[src/hw/rtl/quadratic_real_roots_macros.svh]
// ----------------------------------------------------------------------------
// quadratic_real_roots_macros
// Assertion macros shared by the quadratic root solver RTL.
// ----------------------------------------------------------------------------
`ifndef QUADRATIC_REAL_ROOTS_MACROS_SVH
`define QUADRATIC_REAL_ROOTS_MACROS_SVH

// implication checked on every rising edge outside reset
`define QRR_ASSERT_IMP(lbl, clk, rst, ante, cons, msg) \
  lbl: assert property (@(posedge clk) disable iff (rst) (ante) |-> (cons)) \
    else $error(msg);

// plain condition checked on every rising edge outside reset
`define QRR_ASSERT_ALWAYS(lbl, clk, rst, cond, msg) \
  lbl: assert property (@(posedge clk) disable iff (rst) (cond)) \
    else $error(msg);

`endif

[src/hw/rtl/qrr_pkg.sv]
// ----------------------------------------------------------------------------
// qrr_pkg
// Widths, status codes and transfer types of the quadratic root solver.
// ----------------------------------------------------------------------------
package qrr_pkg;

  // fixed-point format
  localparam int FRAC_BITS = 16;
  localparam int Q_W       = 32;

  // divider: dividend is the magnitude shifted up by the fraction bits
  localparam int NUM_W   = Q_W + FRAC_BITS;
  localparam int DIV_LAT = NUM_W;
  localparam int REM_W   = Q_W + 1;

  // discriminant and square root
  localparam int D4_W     = 2 * Q_W + 2;
  localparam int SQ_W     = 2 * Q_W;
  localparam int ROOT_W   = SQ_W / 2;
  localparam int SQ_REM_W = ROOT_W + 3;

  // accept edge to result transfer edge
  localparam int LATENCY = DIV_LAT + ROOT_W + 5;

  typedef enum logic [2:0] {
    ST_TWO_ROOTS = 3'd0,
    ST_LINEAR    = 3'd1,
    ST_NEG_DISC  = 3'd2,
    ST_A_B_ZERO  = 3'd3,
    ST_OVERFLOW  = 3'd4
  } status_t;

  typedef struct packed {
    logic signed [Q_W-1:0] coeff_a;
    logic signed [Q_W-1:0] coeff_b;
    logic signed [Q_W-1:0] coeff_c;
  } coeffs_t;

  typedef struct packed {
    logic signed [Q_W-1:0] root_plus;
    logic signed [Q_W-1:0] root_minus;
    logic [2:0]            status;
  } roots_t;

  // sideband that rides along the dividers
  typedef struct packed {
    logic lin;
    logic ab_zero;
    logic neg1;
    logic neg2;
  } div_side_t;

  // sideband after normalization
  typedef struct packed {
    status_t               kind;
    logic signed [Q_W-1:0] lin_root;
    logic signed [Q_W-1:0] bn;
    logic signed [Q_W-1:0] cn;
  } norm_side_t;

  // sideband that rides along the square root
  typedef struct packed {
    status_t               kind;
    logic signed [Q_W-1:0] lin_root;
    logic signed [Q_W-1:0] bn;
  } root_side_t;

  // magnitude of a two's complement word
  function automatic logic [Q_W-1:0] mag(input logic [Q_W-1:0] x);
    return x[Q_W-1] ? (~x + 1'b1) : x;
  endfunction

endpackage

[src/hw/rtl/qrr_sqrt.sv]
// ----------------------------------------------------------------------------
// qrr_sqrt
// Pipelined integer square root, floor result, one root bit per stage.
// ----------------------------------------------------------------------------
module qrr_sqrt (
  input  logic                       clk,
  input  logic [qrr_pkg::SQ_W-1:0]   rad,
  output logic [qrr_pkg::ROOT_W-1:0] root
);
  import qrr_pkg::*;

  logic [SQ_REM_W-1:0] rem_s  [1:ROOT_W];
  logic [ROOT_W-1:0]   root_s [1:ROOT_W];
  logic [SQ_W-1:0]     rad_s  [1:ROOT_W];

  for (genvar i = 0; i < ROOT_W; i++) begin : g_stage
    logic [SQ_REM_W-1:0] rem_in;
    logic [ROOT_W-1:0]   root_in;
    logic [SQ_W-1:0]     rad_in;
    logic [SQ_REM_W-1:0] cur;
    logic [SQ_REM_W-1:0] trial;
    logic                fits;

    if (i == 0) begin : g_first
      assign rem_in  = '0;
      assign root_in = '0;
      assign rad_in  = rad;
    end else begin : g_next
      assign rem_in  = rem_s[i];
      assign root_in = root_s[i];
      assign rad_in  = rad_s[i];
    end

    // bring down two radicand bits, trial is 4*root + 1
    always_comb begin
      cur   = {rem_in[SQ_REM_W-3:0], rad_in[SQ_W-1 -: 2]};
      trial = {1'b0, root_in, 2'b01};
      fits  = (cur >= trial);
    end

    always_ff @(posedge clk) begin
      rem_s[i+1]  <= fits ? (cur - trial) : cur;
      root_s[i+1] <= {root_in[ROOT_W-2:0], fits};
      rad_s[i+1]  <= {rad_in[SQ_W-3:0], 2'b00};
    end
  end

  assign root = root_s[ROOT_W];

endmodule

[config.mk]
export PLATFORM = sky130hd
export DESIGN_NAME = qrr_sqrt
export DESIGN_NICKNAME = d
export VERILOG_FILES = /design/src/hw/rtl/quadratic_real_roots_macros.svh /design/src/hw/rtl/qrr_pkg.sv /design/src/hw/rtl/qrr_sqrt.sv
export SDC_FILE = /design/constraint.sdc
export NUM_CORES = 2
export LEC_CHECK = 0
export BUFFER_PORTS_ARGS = -buffer_cell sky130_fd_sc_hd__buf_4
export CAP_MARGIN = 10
export CELL_PAD_IN_SITES_DETAIL_PLACEMENT = 1
export CELL_PAD_IN_SITES_GLOBAL_PLACEMENT = 2
export CORE_ASPECT_RATIO = 1.25
export CORE_MARGIN = 10
export CORE_UTILIZATION = 35
export DETAILED_ROUTE_END_ITERATION = 8
export GPL_TIMING_DRIVEN = 0
export PLACE_DENSITY_LB_ADDON = 0.1
export SYNTH_ARGS = -nofsm -noshare
export SYNTH_HDL_FRONTEND = slang
export SYNTH_MEMORY_MAX_BITS = 65536
export SYNTH_SLANG_ARGS = --single-unit
[constraint.sdc]
create_clock -name clk -period 3.9 [get_ports clk]
set_input_delay 0.195 -clock clk [delete_from_list [all_inputs] [get_ports clk]]
set_output_delay 0.195 -clock clk [all_outputs]
set_load 0.02 [all_outputs]
==> reports/metrics.yaml <==
seqCellArea_um2: 49930
cpPeakStageDelay_ps: 910
arrival_ps: 4350
yosys.area_share.simple_pct: 12.75
critical_path.endpoint: "rem_s[0][859]"
cp-end-kind: "flop"
drt-initial-drc-count: 2250
final.fill_count: 28720
status: "finished clean"
yosysWarnings: 0
synthMuxAreaShare_pct: 1.027
avgViaCountPerCell: 4.831
clock-sinks: 2494
drive_gt1_share_pct: 8.088
synth_cells: 9073
num_rows: 209
r2r_cells: 10
maxCapViolations: 0
die_h_um: 591.6
rsz0062_at_grt: "no"
grtUsageTotal_pct: 16.74
antenna_found_initial: 11
crit_top_cell: "o21ai_0"
dpl_cell_area_um2: 96580
leakage_uw: 0.04932
grt-ovfl-total: 0
skew_ps: 46.01
clk_path_buf_depth: 4
dp_hpwl_mm: 189.9
path_depth: 10
slowest_stage: "a2111oi_0"
ioPinCount: 97
root_buffer: "clkbuf_16"
wl_per_cell_um: 18.30
h-tree-depth: 5
path_clk_slew_ps: 60
yosys.area_share.adder_pct: 7.673
postSynthAreaPerCell_um2: 10.08
synth_edf_count: 0
wl_mm: 242.5
cts_made_buffers: 268
worst-path-buf-inv: 2
path_class: "flop to flop"
yosysSeqAreaShare_pct: 54.58
grt_pass1_vias: 68940
finalHoldViolations: 0
gp_congestion: 0.8316
synth-seq-cells: 2494
ys_async_sr_fraction_pct: 0
finalSetupViolations: 0
cp_cell_sequence: "inv_1 -> ha_1 -> o21ai_0 -> nand2b_1 -> a31o_2 -> a31oi_1 -> a2111oi_0 -> a21oi_2 -> clkbuf_2 -> o21ai_0"
coreArea_um2: 259700
setup.worst_path.start_class: "flop"
dieArea_um2: 282400
die_w_um: 477.3
synth-compound-area-share_pct: 12.51
r2r_end: "rem_s[0][859]"
synth_ff_type: "dfxtp_1"
cts_tree: "built"
critical-path-top-delay-family: "compound AO/OA/AOI/OAI gates"
synth_cell_types: 90
numPortBuffers: 96
p_per_area_nw_per_um2: 660.6
max_freq_mhz: 270.7
num_vias: 64020
start_util_pct: 35.23
final_max_slew_viol_count: 0
yosys.area_share.xor_xnor_pct: 7.774
pre_cts_slack_ps: -1103
syn2layout_area_growth_pct: 17.15
setup_slack_ps: 206.0
r2r_slack_ps: 210
synth_area_um2: 91480
design_area_um2: 107200
ant_nets: 0
vdd_ir_drop_max_uv: 395.9
multi_input_area_um2: 38490
insertion_delay_ps: 860
synth_top_family_by_area: "simple AND/OR/NAND/NOR gates"
rr_startpoint: "root_s[0][739]"
nets: 10190
finalCritPeriodShare_pct: 94.72
crit_path_start: "root_s[0][739]"
period_minus_slack_ps: 3694
cp.required_ps: 4560
syn_nets: 9699
grt_pass1_wl_mm: 383.0
tightestPinTransition_ps: 1022
critical_path.max_fanout: 10
relSlewSlack_pct: 30.90
grt_max_degree: 20
fin_total_pwr_uw: 70790
min_path_type: "primary input to flop"
drc: 0
dr.pass1.iters: 6
[worst register-to-register path, stage by stage (launching register included)]
cell,delay [ps]
dfxtp_1,470
inv_1,80
ha_1,380
o21ai_0,110
nand2b_1,90
a31o_2,200
a31oi_1,230
a2111oi_0,910
a21oi_2,240
clkbuf_2,320
o21ai_0,510
[worst min path at each step]
| stage | startpoint | endpoint | slack, ps | depth (start not counted) |
|---|---|---|---|---|
| global placement | rad[15] | rad_s[0][77] | 300 | 1 |
| floorplan | rad[38] | rad_s[0][100] | 220 | 0 |
| CTS | rad[62] | root_s[0][32] | 20 | 3 |
| global route | rad[30] | rad_s[0][92] | 70 | 2 |
| detailed placement | rad[43] | rad_s[0][105] | 300 | 1 |
| finish | rad[62] | root_s[0][32] | 110 | 3 |
[state kept, by name, indices dropped and copies added, names as in the netlist]
| register | flops |
|---|---|
| rad_s | 992 |
| rem_s | 974 |
| root_s | 528 |
[power breakdown]
part	switching [µW]	internal (µW)	total [µW]	leakage (µW)
sequential	3430	29700	33100	0.0209
clock	10300	15200	25500	0.00435
combinational	6960	5160	12100	0.0241
total	20700	50100	70800	0.0493
[repair_timing]
| item | CTS | global route |
|---|---|---|
| hold endpoints to repair | 65 | 0 |
| pin swaps | 1 | 5 |
| resized for setup | 63 | 76 |
| buffers inserted | 2 | 4 |
| setup endpoints to repair | 276 | 287 |
| hold buffers | 126 | 0 |
[stage by stage]
stage,utilization [%],setup TNS (ps),cells,hold WS (ps)
2_1_floorplan,-,0,9073,222.7
6_report,41.27,0,13250,108.6
4_1_cts,41.19,0,13250,21.56
3_3_place_gp,37.18,-112910,12650,299.2
5_1_grt,41.27,0,13250,74.71
3_5_place_dp,37.19,-111390,12650,300.5
[layer usage]
metal / global-route usage [%] / vias up / share of wire (%)
met1: 18.35 / 30860 / 40
met3: 2.356 / 429 / 2.8
met4: 5.003 / 0 / 3.0
met5: 0 / - / 0
li1: - / 31990 / -
met2: 32.97 / 738 / 54
[cell usage in the layout, fill, tap and decap left out, drive strengths merged, types with 21 or more instances in the layout]
cell type	netlist	routed
o21bai	52	52
a211oi	42	42
o21ai	523	523
and2	34	34
dlygate4sd3	0	126
nor2b	97	97
a31oi	44	44
a21o	225	225
o31ai	52	52
clkinv	2	54
or2	41	41
or4	49	49
o211ai	43	43
and4	21	21
xor2	416	416
clkbuf	172	523
a21oi	574	574
nand3	155	155
nor2	567	567
nand2	636	636
o21a	87	87
and3	49	49
nor4	124	124
dfxtp	2494	2494
xnor2	396	396
inv	708	727
or3	88	88
ha	561	561
mux2	71	71
nor3	224	224
buf	14	118
bufinv	0	22
nand2b	94	94
nand4	102	102
[synth_stat cells, types with 19 or more instances]
cell      count  area [µm²]
and2_1       33       206.5
inv_1       706        2650
xnor2_1     396        3468
nand3b_1     19       142.6
o211ai_1     43       322.8
o21a_1       87       653.1
nor2_1      567        2128
nor4_1      123       769.5
or2_2        39       244.0
a21oi_1     573        2868
or4_1        48       360.4
a21boi_0     19       142.6
and3_1       49       306.5
and4_1       21       183.9
a31oi_1      44       275.3
nand3_1     153       765.7
nand2_1     636        2387
a211oi_1     42       315.3
o21ai_0     522        2613
dfxtp_1    2494       49930
or3_1        86       538.0
ha_1        561        7019
nand2b_1     94       588.1
nor2b_1      97       606.8
nand4_1     102       638.1
clkbuf_1    172       645.6
xor2_1      416        3643
a21o_1      225        1689
mux2_2       71       799.5
o31ai_1      52       390.4
nor3_1      224        1121
o21bai_1     52       390.4
[kinds of logic (layout without fill, tap and decap cells)]
family                     after synthesis  count (layout)
DFF                                   2494            2494
and+or+nand+nor                       2366            2366
adders and majority gates              561             561
muxes                                   85              85
AOI/OAI and AO/OA                     1858            1858
buffers and inverters                  896            1590
xor gates and xnor gates               812             812
other                                    1               3
[cell type report]
type                    count  share of cell area (%)
clock buffers             359                   7.076
clock inverters           113                   1.253
well taps                3481                   4.064
flip-flops and latches   2494                   46.59
diodes                      2                0.004670
repair buffers            231                   1.908
inverters                 710                   2.489
multi-input cells        5683                   35.91
plain buffers             177                  0.7017
No activity file was read; power rests on OpenSTA's default activity.
